--- src/hdl/quoted_printable_decoder_macros.svh ---
// ----------------------------------------------------------------------------
// quoted-printable decoder assertion macros
// shared property forms for the decoder checks, clocked on clk and held off
// while arst_n is low
// ----------------------------------------------------------------------------
`ifndef QUOTED_PRINTABLE_DECODER_MACROS_SVH
`define QUOTED_PRINTABLE_DECODER_MACROS_SVH

// same-cycle implication
`define QPD_ASSERT_NOW(lbl, ante, cons, msg) \
	lbl: assert property (@(posedge clk) disable iff (!arst_n) (ante) |-> (cons)) \
		else $error(msg);

// next-cycle implication
`define QPD_ASSERT_NEXT(lbl, ante, cons, msg) \
	lbl: assert property (@(posedge clk) disable iff (!arst_n) (ante) |=> (cons)) \
		else $error(msg);

`endif

--- src/hdl/qpd_pkg.sv ---
`timescale 1ns / 1ps
// ----------------------------------------------------------------------------
// qpd_pkg
// types, character codes, status codes and the hex digit decode shared by
// the quoted-printable decoder modules
// ----------------------------------------------------------------------------
package qpd_pkg;

	// decoder modes
	typedef enum logic [2:0] {
		MODE_NORMAL = 3'd0,
		MODE_BLANKS = 3'd1,
		MODE_EQ     = 3'd2,
		MODE_EQ_HEX = 3'd3,
		MODE_CR     = 3'd4,
		MODE_EQ_CR  = 3'd5
	} mode_t;

	// controller states
	typedef enum logic {
		FSM_IDLE  = 1'b0,
		FSM_BURST = 1'b1
	} fsm_t;

	// controller to datapath commands
	typedef struct packed {
		logic accept;
		logic emit;
	} cmd_t;

	// datapath to controller status
	typedef struct packed {
		logic out_full;
		logic burst_start;
		logic more;
	} sts_t;

	// status codes
	localparam logic [2:0] STAT_OK     = 3'd0;
	localparam logic [2:0] STAT_BLANKS = 3'd1;
	localparam logic [2:0] STAT_HEX    = 3'd2;
	localparam logic [2:0] STAT_CR     = 3'd3;
	localparam logic [2:0] STAT_EOS_EQ = 3'd4;
	localparam logic [2:0] STAT_EOS_CR = 3'd5;

	// character codes
	localparam logic [7:0] CHAR_EQ  = 8'h3D;
	localparam logic [7:0] CHAR_CR  = 8'h0D;
	localparam logic [7:0] CHAR_LF  = 8'h0A;
	localparam logic [7:0] CHAR_TAB = 8'h09;
	localparam logic [7:0] CHAR_SP  = 8'h20;

	// hex digit decode: {valid, value}
	function automatic logic [4:0] hex_decode(input logic [7:0] c);
		logic [4:0] r;
		r = 5'd0;
		if (c >= 8'h30 && c <= 8'h39) begin
			r = {1'b1, c[3:0]};
		end else if ((c >= 8'h41 && c <= 8'h46) || (c >= 8'h61 && c <= 8'h66)) begin
			r = {1'b1, c[3:0] + 4'd9};
		end
		return r;
	endfunction

endpackage

--- src/hdl/quoted_printable_decoder.sv ---
`timescale 1ns / 1ps
// ----------------------------------------------------------------------------
// quoted_printable_decoder
// quoted-printable byte stream decoder with held blank runs and sticky errors
// ----------------------------------------------------------------------------
// channel | handshake            | payload
// input   | in_valid / in_stall  | byte_in, end_of_stream
// output  | out_valid / out_stall| out_byte, byte_valid, status, last_of_run
//
// a held run of N blanks ended by an ordinary byte flushes one result per cycle
// from the blank store read port and the held byte while the output is not
// stalled, with the input stalled meanwhile.
// reset clears mode, counters, error and output valid; the blank store needs
// no clearing pass since only written entries are read.
// a new transfer is taken while the output register drains in the same cycle.
// ----------------------------------------------------------------------------
`include "quoted_printable_decoder_macros.svh"

module quoted_printable_decoder #(
	parameter int MAX_BLANKS = 63
) (
	input  logic       clk,
	input  logic       arst_n,
	input  logic       in_valid,
	output logic       in_stall,
	input  logic [7:0] byte_in,
	input  logic       end_of_stream,
	output logic       out_valid,
	input  logic       out_stall,
	output logic [7:0] out_byte,
	output logic       byte_valid,
	output logic [2:0] status,
	output logic       last_of_run
);

	qpd_pkg::cmd_t cmd;
	qpd_pkg::sts_t sts;

	// controller
	qpd_ctrl u_ctrl (
		.clk      (clk),
		.arst_n   (arst_n),
		.in_valid (in_valid),
		.in_stall (in_stall),
		.out_stall(out_stall),
		.sts      (sts),
		.cmd      (cmd)
	);

	// datapath
	qpd_datapath #(
		.MAX_BLANKS(MAX_BLANKS)
	) u_datapath (
		.clk          (clk),
		.arst_n       (arst_n),
		.byte_in      (byte_in),
		.end_of_stream(end_of_stream),
		.cmd          (cmd),
		.sts          (sts),
		.out_stall    (out_stall),
		.out_valid    (out_valid),
		.out_byte     (out_byte),
		.byte_valid   (byte_valid),
		.status       (status),
		.last_of_run  (last_of_run)
	);

	// checks
	`QPD_ASSERT_NOW(a_flush_blocks_input, cmd.emit, in_stall, "input taken during flush")
	`QPD_ASSERT_NOW(a_quiet_zero, out_valid && !byte_valid, out_byte == 8'd0, "quiet result not zero")
	`QPD_ASSERT_NEXT(a_eos_single, in_valid && !in_stall && end_of_stream, out_valid && last_of_run && !byte_valid, "end of stream result wrong")
	`QPD_ASSERT_NEXT(a_error_sticky, out_valid && !out_stall && status != qpd_pkg::STAT_OK, !(out_valid && byte_valid), "byte after error")

endmodule

--- src/hdl/qpd_ram.sv ---
`timescale 1ns / 1ps
// ----------------------------------------------------------------------------
// qpd_ram
// generic single write port, single read port memory with registered read
// ----------------------------------------------------------------------------
module qpd_ram #(
	parameter int WIDTH = 1,
	parameter int DEPTH = 63
) (
	input  logic                                   clk,
	input  logic                                   we,
	input  logic [((DEPTH > 1) ? $clog2(DEPTH) : 1)-1:0] waddr,
	input  logic [WIDTH-1:0]                       wdata,
	input  logic [((DEPTH > 1) ? $clog2(DEPTH) : 1)-1:0] raddr,
	output logic [WIDTH-1:0]                       rdata
);

	logic [WIDTH-1:0] mem_q [DEPTH];

	// write port
	always_ff @(posedge clk) begin
		if (we) begin
			mem_q[waddr] <= wdata;
		end
	end

	// registered read port
	always_ff @(posedge clk) begin
		rdata <= mem_q[raddr];
	end

endmodule

--- src/hdl/qpd_ctrl.sv ---
`timescale 1ns / 1ps
// ----------------------------------------------------------------------------
// qpd_ctrl
// controller: takes input transfers and paces the flush of a held blank run
// ----------------------------------------------------------------------------
module qpd_ctrl (
	input  logic          clk,
	input  logic          arst_n,
	input  logic          in_valid,
	output logic          in_stall,
	input  logic          out_stall,
	input  qpd_pkg::sts_t sts,
	output qpd_pkg::cmd_t cmd
);

	qpd_pkg::fsm_t state_q;
	qpd_pkg::fsm_t state_nxt;
	logic          out_free;

	// output register empty or draining this cycle
	assign out_free = !sts.out_full || !out_stall;

	// state register
	always_ff @(posedge clk or negedge arst_n) begin
		if (!arst_n) begin
			state_q <= qpd_pkg::FSM_IDLE;
		end else begin
			state_q <= state_nxt;
		end
	end

	// next state
	always_comb begin
		state_nxt = state_q;
		unique case (state_q)
			qpd_pkg::FSM_IDLE: begin
				if (in_valid && out_free && sts.burst_start) begin
					state_nxt = qpd_pkg::FSM_BURST;
				end
			end
			qpd_pkg::FSM_BURST: begin
				if (out_free && !sts.more) begin
					state_nxt = qpd_pkg::FSM_IDLE;
				end
			end
			default: state_nxt = qpd_pkg::FSM_IDLE;
		endcase
	end

	// outputs
	always_comb begin
		in_stall   = 1'b1;
		cmd.accept = 1'b0;
		cmd.emit   = 1'b0;
		unique case (state_q)
			qpd_pkg::FSM_IDLE: begin
				in_stall   = !out_free;
				cmd.accept = in_valid && out_free;
			end
			qpd_pkg::FSM_BURST: begin
				cmd.emit = out_free;
			end
			default: in_stall = 1'b1;
		endcase
	end

endmodule

--- src/hdl/qpd_datapath.sv ---
`timescale 1ns / 1ps
// ----------------------------------------------------------------------------
// qpd_datapath
// decoder state, blank run store, burst index and output register
// ----------------------------------------------------------------------------
module qpd_datapath #(
	parameter int MAX_BLANKS = 63
) (
	input  logic          clk,
	input  logic          arst_n,
	input  logic [7:0]    byte_in,
	input  logic          end_of_stream,
	input  qpd_pkg::cmd_t cmd,
	output qpd_pkg::sts_t sts,
	input  logic          out_stall,
	output logic          out_valid,
	output logic [7:0]    out_byte,
	output logic          byte_valid,
	output logic [2:0]    status,
	output logic          last_of_run
);

	localparam int CW = $clog2(MAX_BLANKS + 1);
	localparam int IW = (MAX_BLANKS > 1) ? $clog2(MAX_BLANKS) : 1;

	// decoder state
	qpd_pkg::mode_t mode_q;
	logic [CW-1:0]  count_q;
	logic [3:0]     nib_q;
	logic [2:0]     err_q;

	// burst state
	logic [CW-1:0]  idx_q;
	logic [7:0]     pend_q;
	logic           pend_valid_q;
	// first held blank, kept apart since the store read is registered
	logic           tab0_q;

	// output register
	logic           ovalid_q;
	logic [7:0]     obyte_q;
	logic           obv_q;
	logic [2:0]     ostat_q;
	logic           olast_q;

	// accept path
	qpd_pkg::mode_t n_mode;
	logic [CW-1:0]  n_count;
	logic [3:0]     n_nib;
	logic [2:0]     n_err;
	logic           wr_en;
	logic [IW-1:0]  wr_addr;
	logic           wr_tab;
	logic [7:0]     a_byte;
	logic           a_bv;
	logic           a_pend_valid;
	logic           burst_start;
	logic           is_blank;
	logic           is_tab;
	logic [4:0]     hx;

	// burst path
	logic           rd_tab;
	logic [IW-1:0]  rd_addr;
	logic [CW-1:0]  idx_plus;
	logic [CW-1:0]  nxt_idx;
	logic           e_in_run;
	logic [7:0]     e_byte;
	logic           e_last;

	assign is_tab   = (byte_in == qpd_pkg::CHAR_TAB);
	assign is_blank = is_tab || (byte_in == qpd_pkg::CHAR_SP);
	assign hx       = qpd_pkg::hex_decode(byte_in);

	// decode of one accepted byte
	always_comb begin
		n_mode       = mode_q;
		n_count      = count_q;
		n_nib        = nib_q;
		n_err        = err_q;
		wr_en        = 1'b0;
		wr_addr      = count_q[IW-1:0];
		wr_tab       = is_tab;
		a_byte       = 8'd0;
		a_bv         = 1'b0;
		a_pend_valid = 1'b0;
		burst_start  = 1'b0;
		if (err_q != qpd_pkg::STAT_OK) begin
			n_err = err_q;
		end else if (end_of_stream) begin
			if (mode_q == qpd_pkg::MODE_EQ || mode_q == qpd_pkg::MODE_EQ_HEX ||
			    mode_q == qpd_pkg::MODE_EQ_CR) begin
				n_err = qpd_pkg::STAT_EOS_EQ;
			end else if (mode_q == qpd_pkg::MODE_CR) begin
				n_err = qpd_pkg::STAT_EOS_CR;
			end else begin
				n_mode  = qpd_pkg::MODE_NORMAL;
				n_count = '0;
			end
		end else begin
			unique case (mode_q)
				qpd_pkg::MODE_BLANKS: begin
					if (is_blank) begin
						if (count_q < CW'(MAX_BLANKS)) begin
							wr_en   = 1'b1;
							n_count = count_q + CW'(1);
						end else begin
							n_err = qpd_pkg::STAT_BLANKS;
						end
					end else if (byte_in == qpd_pkg::CHAR_CR) begin
						n_count = '0;
						n_mode  = qpd_pkg::MODE_CR;
					end else if (byte_in == qpd_pkg::CHAR_LF) begin
						n_count = '0;
						n_mode  = qpd_pkg::MODE_NORMAL;
						a_byte  = qpd_pkg::CHAR_LF;
						a_bv    = 1'b1;
					end else begin
						// first held blank goes out now, the rest follow
						a_byte = tab0_q ? qpd_pkg::CHAR_TAB : qpd_pkg::CHAR_SP;
						a_bv   = 1'b1;
						if (byte_in == qpd_pkg::CHAR_EQ) begin
							n_mode = qpd_pkg::MODE_EQ;
						end else begin
							n_mode       = qpd_pkg::MODE_NORMAL;
							a_pend_valid = 1'b1;
						end
						burst_start = (count_q > CW'(1)) || a_pend_valid;
					end
				end
				qpd_pkg::MODE_EQ: begin
					if (byte_in == qpd_pkg::CHAR_LF) begin
						n_mode = qpd_pkg::MODE_NORMAL;
					end else if (byte_in == qpd_pkg::CHAR_CR) begin
						n_mode = qpd_pkg::MODE_EQ_CR;
					end else if (hx[4]) begin
						n_nib  = hx[3:0];
						n_mode = qpd_pkg::MODE_EQ_HEX;
					end else begin
						n_err = qpd_pkg::STAT_HEX;
					end
				end
				qpd_pkg::MODE_EQ_HEX: begin
					if (hx[4]) begin
						a_byte = {nib_q, hx[3:0]};
						a_bv   = 1'b1;
						n_mode = qpd_pkg::MODE_NORMAL;
					end else begin
						n_err = qpd_pkg::STAT_HEX;
					end
				end
				qpd_pkg::MODE_CR: begin
					if (byte_in == qpd_pkg::CHAR_LF) begin
						a_byte = qpd_pkg::CHAR_LF;
						a_bv   = 1'b1;
						n_mode = qpd_pkg::MODE_NORMAL;
					end else begin
						n_err = qpd_pkg::STAT_CR;
					end
				end
				qpd_pkg::MODE_EQ_CR: begin
					if (byte_in == qpd_pkg::CHAR_LF) begin
						n_mode = qpd_pkg::MODE_NORMAL;
					end else begin
						n_err = qpd_pkg::STAT_CR;
					end
				end
				default: begin
					// normal mode
					n_mode = qpd_pkg::MODE_NORMAL;
					if (is_blank) begin
						n_mode  = qpd_pkg::MODE_BLANKS;
						n_count = CW'(1);
						wr_en   = 1'b1;
						wr_addr = '0;
					end else if (byte_in == qpd_pkg::CHAR_EQ) begin
						n_mode = qpd_pkg::MODE_EQ;
					end else if (byte_in == qpd_pkg::CHAR_CR) begin
						n_mode = qpd_pkg::MODE_CR;
					end else begin
						a_byte = byte_in;
						a_bv   = 1'b1;
					end
				end
			endcase
		end
	end

	// next item of a blank run flush
	assign idx_plus = idx_q + CW'(1);
	assign e_in_run = idx_q < count_q;
	assign e_byte   = e_in_run ? (rd_tab ? qpd_pkg::CHAR_TAB : qpd_pkg::CHAR_SP) : pend_q;
	assign e_last   = e_in_run ? ((idx_plus == count_q) && !pend_valid_q) : 1'b1;

	// burst index and store read address, one entry ahead of the output
	always_comb begin
		nxt_idx = idx_q;
		if (cmd.accept && burst_start) begin
			nxt_idx = CW'(1);
		end else if (cmd.emit) begin
			nxt_idx = e_last ? '0 : idx_plus;
		end
	end
	assign rd_addr = (nxt_idx < CW'(MAX_BLANKS)) ? nxt_idx[IW-1:0] : '0;

	// blank run store, one bit per held blank (set for a tab)
	qpd_ram #(
		.WIDTH(1),
		.DEPTH(MAX_BLANKS)
	) u_blank_ram (
		.clk  (clk),
		.we   (cmd.accept && wr_en),
		.waddr(wr_addr),
		.wdata(wr_tab),
		.raddr(rd_addr),
		.rdata(rd_tab)
	);

	// control state
	always_ff @(posedge clk or negedge arst_n) begin
		if (!arst_n) begin
			mode_q       <= qpd_pkg::MODE_NORMAL;
			count_q      <= '0;
			nib_q        <= 4'd0;
			err_q        <= qpd_pkg::STAT_OK;
			idx_q        <= '0;
			pend_valid_q <= 1'b0;
			ovalid_q     <= 1'b0;
		end else begin
			idx_q <= nxt_idx;
			if (cmd.accept) begin
				mode_q  <= n_mode;
				count_q <= n_count;
				nib_q   <= n_nib;
				err_q   <= n_err;
				if (burst_start) begin
					pend_valid_q <= a_pend_valid;
				end
			end
			if (cmd.accept || cmd.emit) begin
				ovalid_q <= 1'b1;
			end else if (!out_stall) begin
				ovalid_q <= 1'b0;
			end
		end
	end

	// payload registers
	always_ff @(posedge clk) begin
		if (cmd.accept && burst_start) begin
			pend_q <= byte_in;
		end
		if (cmd.accept && wr_en && (wr_addr == '0)) begin
			tab0_q <= wr_tab;
		end
		if (cmd.accept) begin
			obyte_q <= a_byte;
			obv_q   <= a_bv;
			ostat_q <= n_err;
			olast_q <= !burst_start;
		end else if (cmd.emit) begin
			obyte_q <= e_byte;
			obv_q   <= 1'b1;
			ostat_q <= err_q;
			olast_q <= e_last;
		end
	end

	// status to controller
	assign sts.out_full    = ovalid_q;
	assign sts.burst_start = burst_start;
	assign sts.more        = !e_last;

	assign out_valid   = ovalid_q;
	assign out_byte    = obyte_q;
	assign byte_valid  = obv_q;
	assign status      = ostat_q;
	assign last_of_run = olast_q;

endmodule
--- config.mk ---
export PLATFORM = sky130hd
export DESIGN_NAME = quoted_printable_decoder
export DESIGN_NICKNAME = d
export VERILOG_FILES = /design/src/hdl/qpd_pkg.sv /design/src/hdl/quoted_printable_decoder.sv /design/src/hdl/qpd_ram.sv /design/src/hdl/qpd_ctrl.sv /design/src/hdl/qpd_datapath.sv
export VERILOG_INCLUDE_DIRS = /design/src /design/src/hdl
export SDC_FILE = /design/constraint.sdc
export NUM_CORES = 1
export LEC_CHECK = 0
export BUFFER_PORTS_ARGS = -buffer_cell sky130_fd_sc_hd__clkbuf_2
export CORE_AREA = 2 2 103 105
export CTS_CLUSTER_DIAMETER = 60
export DETAILED_ROUTE_END_ITERATION = 10
export DIE_AREA = 0 0 105 107
export PLACE_DENSITY = 0.9
export SLEW_MARGIN = 25
export SYNTH_ARGS = -nofsm -noshare
export SYNTH_HDL_FRONTEND = slang
export SYNTH_SLANG_ARGS = --single-unit
--- constraint.sdc ---
create_clock -name clk -period 4.5 [get_ports clk]
set_input_delay 0.675 -clock clk [delete_from_list [all_inputs] [get_ports clk]]
set_output_delay 0.675 -clock clk [all_outputs]
set_load 0.05 [all_outputs]
==> reports/metrics.sh <==
FINAL_CELLS=795
DRIVE_GT1_SHARE_PCT=14.6
ANT_NETS=0
TIMING_MAX_TRANSITION_VIOLATIONS_FINAL=0
SYNTH.DISTINCT_CELLS=70
SETUP_VIOL=0
SYNTH_AREA_PER_INST_UM2=10.0
WORST_EP_ARRIVAL_TIME_NS=4.58
MAPPEDNETLISTNETS=644
MAXCAPVIOLATIONS=0
RUN_STATUS='complete, no violations'
YS.WARNINGS.COUNT=0
GRT_PASS1_VIAS=4887
YS.FLOP_TYPE='sky130_fd_sc_hd__edfxtp_1'
DRCVIOLATIONCOUNT=0
INITIAL_CORE_UTILIZATION_PCT=61.4
ROUTED_WL_MM=15.9
SYNTH.TOP_CELL.AREA_SHARE_PCT=41.2
CRITICAL_PATH.ENDPOINT_TYPE='flop'
TIMING.CRITICAL_PATH.FROM_TYPE='flop'
NUM_ANTENNA_CELLS=0
TRITONCTS.NUM_BUFFERS=9
WORST_PATH_DOMINANT_CELL_FAMILY='compound AO/OA/AOI/OAI gates'
CRITICAL_PATH.MAX_STAGE_DELAY_NS=0.52
DPL-INSTANCE-AREA_UM2=6570
CTSRESIZECOUNT=0
SYNTH.YOSYS.SEQ_AREA_SHARE_PCT=51.6
LEAKAGEPOWER_nW=2.53
FLOP_AND_LATCH_COUNT_OUT_OF_SYNTHESIS=111
CRIT_PATH_MAX_FANOUT=14
GPL.FINAL_WEIGHTED_CONGESTION=0.981
CRITPATHMOSTFREQUENTCELL='sky130_fd_sc_hd__o21ai_0'
CLK_PIN_SLEW_NS=0.12
SYNTH.AREA.TOP_CELLS='sky130_fd_sc_hd__edfxtp_1 41%, sky130_fd_sc_hd__dfrtp_1 10%, sky130_fd_sc_hd__nor2_1 5.8%'
STD_CELL_ROWS=37
PEAKVDDDROP_V=0.000267
MAX_ROOT_SINK_BUFFERS=2
OVERFLOW=0
ROUTED_VIA_DENSITY=6.72
SYNTH_ENABLE_FLOP_CELLS=85
GRT_UTIL_ALL_LAYERS_PCT=28.9
MAPPEDNETLISTAREA_UM2=6200
TIMING.FINAL.CRIT_SHARE_PCT=95.5
MULTI_INPUT_COMB_AREA_UM2=2790
TIMING.CRITICAL_PATH.SLOWEST_STAGE_CELL='sky130_fd_sc_hd__dfrtp_1'
SYNTHTOPCELLSBYCOUNT='96 x sky130_fd_sc_hd__nor2_1, 85 x sky130_fd_sc_hd__edfxtp_1, 50 x sky130_fd_sc_hd__nand2_1'
SYNTHARSTFLOPSHARE_PCT=22.5
LAYOUT.NETS=681
IO-PIN-COUNT=28
BUFFERS_INSERTED_BY_POST_CTS_TIMING_REPAIR=0
TRITONCTS='yes'
SYNTH.MOST_COMMON_CELL='sky130_fd_sc_hd__nor2_1'
HPWL_MM=11.3
FIN_WORST_SKEW_NS=0.0148
CLOCK_TREE.HTREE_LEVEL_COUNT=3
DESIGN_AREA_FINAL_UM2=6820
FILLER_CELL_COUNT=784
FINALWORSTPATHREQUIREDPERIOD_NS=4.30
DIE_AREA_UM2=11200
COUNT_OF_ENDPOINTS_FAILING_HOLD_IN_THE_FINAL_TIMING_REPORT=0
FIN_SETUP_TNS_NS=0
RELSLEWSLACK_PCT=40.5
CTS_HOLD_BUFFERS=0
CORE_UM2=10100
CLOCK_SINK_COUNT=111
ROUTED-VIA-COUNT=5340
LAYOUT.CORE_UTILIZATION_PCT=67.6
MAX_FREQ_MHz=233
CLOCKROOTBUFFER='sky130_fd_sc_hd__clkbuf_8'
NUMBER_OF_BUFFERS_ADDED_ON_PORTS=27
SYN-INSTANCE-COUNT=617
FP.DIEH_UM=107
SEQCELLAREA_UM2=3200
WORSTSETUPPATHTYPE='flop to flop'
DRT_FIRST_PASS_ITERS=7
DETAILEDROUTE.FIRSTITERATIONVIOLATIONS=805
TIMING.CRITICAL_PATH.CELLS='inv_1 -> ha_1 -> o21ai_0 -> a21oi_1 -> o41a_1 -> a211oi_1 -> o221a_2 -> a31o_2 -> mux2i_1 -> a32oi_1 -> o21ai_0 -> a311o_1 -> a2111oi_2'
POWER.DENSITY_nW_PER_UM2=319
ROUTED_WIRE_LENGTH_PER_INSTANCE_UM=20.0
WORST_SLEW_PIN_SLEW_NS=0.886
GRT_ANTENNA_BEFORE_REPAIR=0
DP.CELLS=775
DIE_WIDTH_UM=105
RSZ0062_AT_GRT='no'
INSERTION_DELAY_NS=0.39
AREA_GROWTH_PCT=10.1
WORST-PATH-BUF-INV=1
WORSTPATHREQUIRED_NS=4.78
HOLD_SLACK_NS=0.309
FIRST_PASS_GRT_WIRE_LENGTH_MM=25.2
PIN_COUNT_OF_THE_BIGGEST_NET_ENTERING_GLOBAL_ROUTING=65
SYNTH.LARGEST_AREA_CELL='sky130_fd_sc_hd__edfxtp_1'
WORST_MIN_DELAY_PATH_CLASS='input port to asynchronous set/reset pin'
[area by class of cell]
cell class	count	area share (%)
Clock inverter	7	1.25
Timing Repair Buffer	53	5.21
Multi-Input combinational cell	452	40.9
Tap cell	136	2.49
Sequential cell	111	46.9
Clock buffer	9	1.82
Inverter	27	1.49
[power breakdown]
| part | switching, mW | leakage, nW | internal, mW |
|---|---|---|---|
| clock | 0.384 | 0.101 | 0.223 |
| combinational | 0.284 | 1.26 | 0.131 |
| sequential | 0.0201 | 1.16 | 1.13 |
| total | 0.688 | 2.53 | 1.49 |
[metrics by stage]
stage / total power, mW / setup WS (ns)
floorplan: 1.46 / 0.322
global placement: 1.57 / 0.377
detailed placement: 1.58 / 0.220
CTS: 2.17 / 0.196
global route: 2.25 / 0.0484
finish: 2.17 / 0.204
[placed cells by master, fill, tap and decap left out, drive strengths merged, types with 6 or more instances in the layout]
master  count
dfrtp      25
edfxtp     85
inv        30
nor4       10
a22oi       6
nor2       97
xnor2      12
nand3      22
or3         6
a211oi      9
a31oi       8
o221ai      6
buf        26
o31ai       7
or2         6
clkbuf     36
o21ai      27
nand2      50
mux2i      14
nand2b      9
and2        7
ha         14
a21oi      31
nor3       26
[registers in the layout, indices dropped and copies added (netlist names), 3 cells and up]
register,cells
u_datapath.u_blank_ram.mem_q,63
u_datapath.out_byte,8
u_datapath.pend_q,8
u_datapath.count_q,6
u_datapath.idx_q,6
u_datapath.nib_q,4
u_datapath.err_q,3
u_datapath.mode_q,3
u_datapath.status,3
[cells by family after synthesis]
group           after synthesis  synth area share [%]
simple gates                252                  19.1
compound gates              151                  17.4
flops                       111                  51.6
buf+inv                      54                  3.55
mux                          18                  2.99
xor+xnor                     17                  2.52
fa+ha+maj                    14                  2.83
[layer usage]
metal | track usage [%] | vias up | routed length (um)
met3 | 5.41 | 85 | 1610
met4 | 12.6 | 0 | 627
met5 | 0 | - | 0
met2 | 46.2 | 345 | 7240
li1 | - | 2385 | -
met1 | 39.0 | 2525 | 6450
[path summary, 6_finish.rpt]
path / to / start / slack, ns / depth (start not counted)
max in group asynchronous: u_datapath.nib_q[0] / arst_n / 3.76 / 1
hold / removal: u_datapath.mode_q[1] / arst_n / 0.31 / 1
min in group clk: u_datapath.nib_q[2] / u_datapath.nib_q[2] / 0.49 / 2
hold reg to reg: u_datapath.nib_q[2] / u_datapath.nib_q[2] / 0.49 / 2
setup / recovery: u_datapath.u_blank_ram.rdata / u_datapath.count_q[3] / 0.20 / 13
setup reg to reg: u_datapath.u_blank_ram.rdata / u_datapath.count_q[3] / 0.20 / 13
Note: power is estimated with default switching activity, not from simulation.
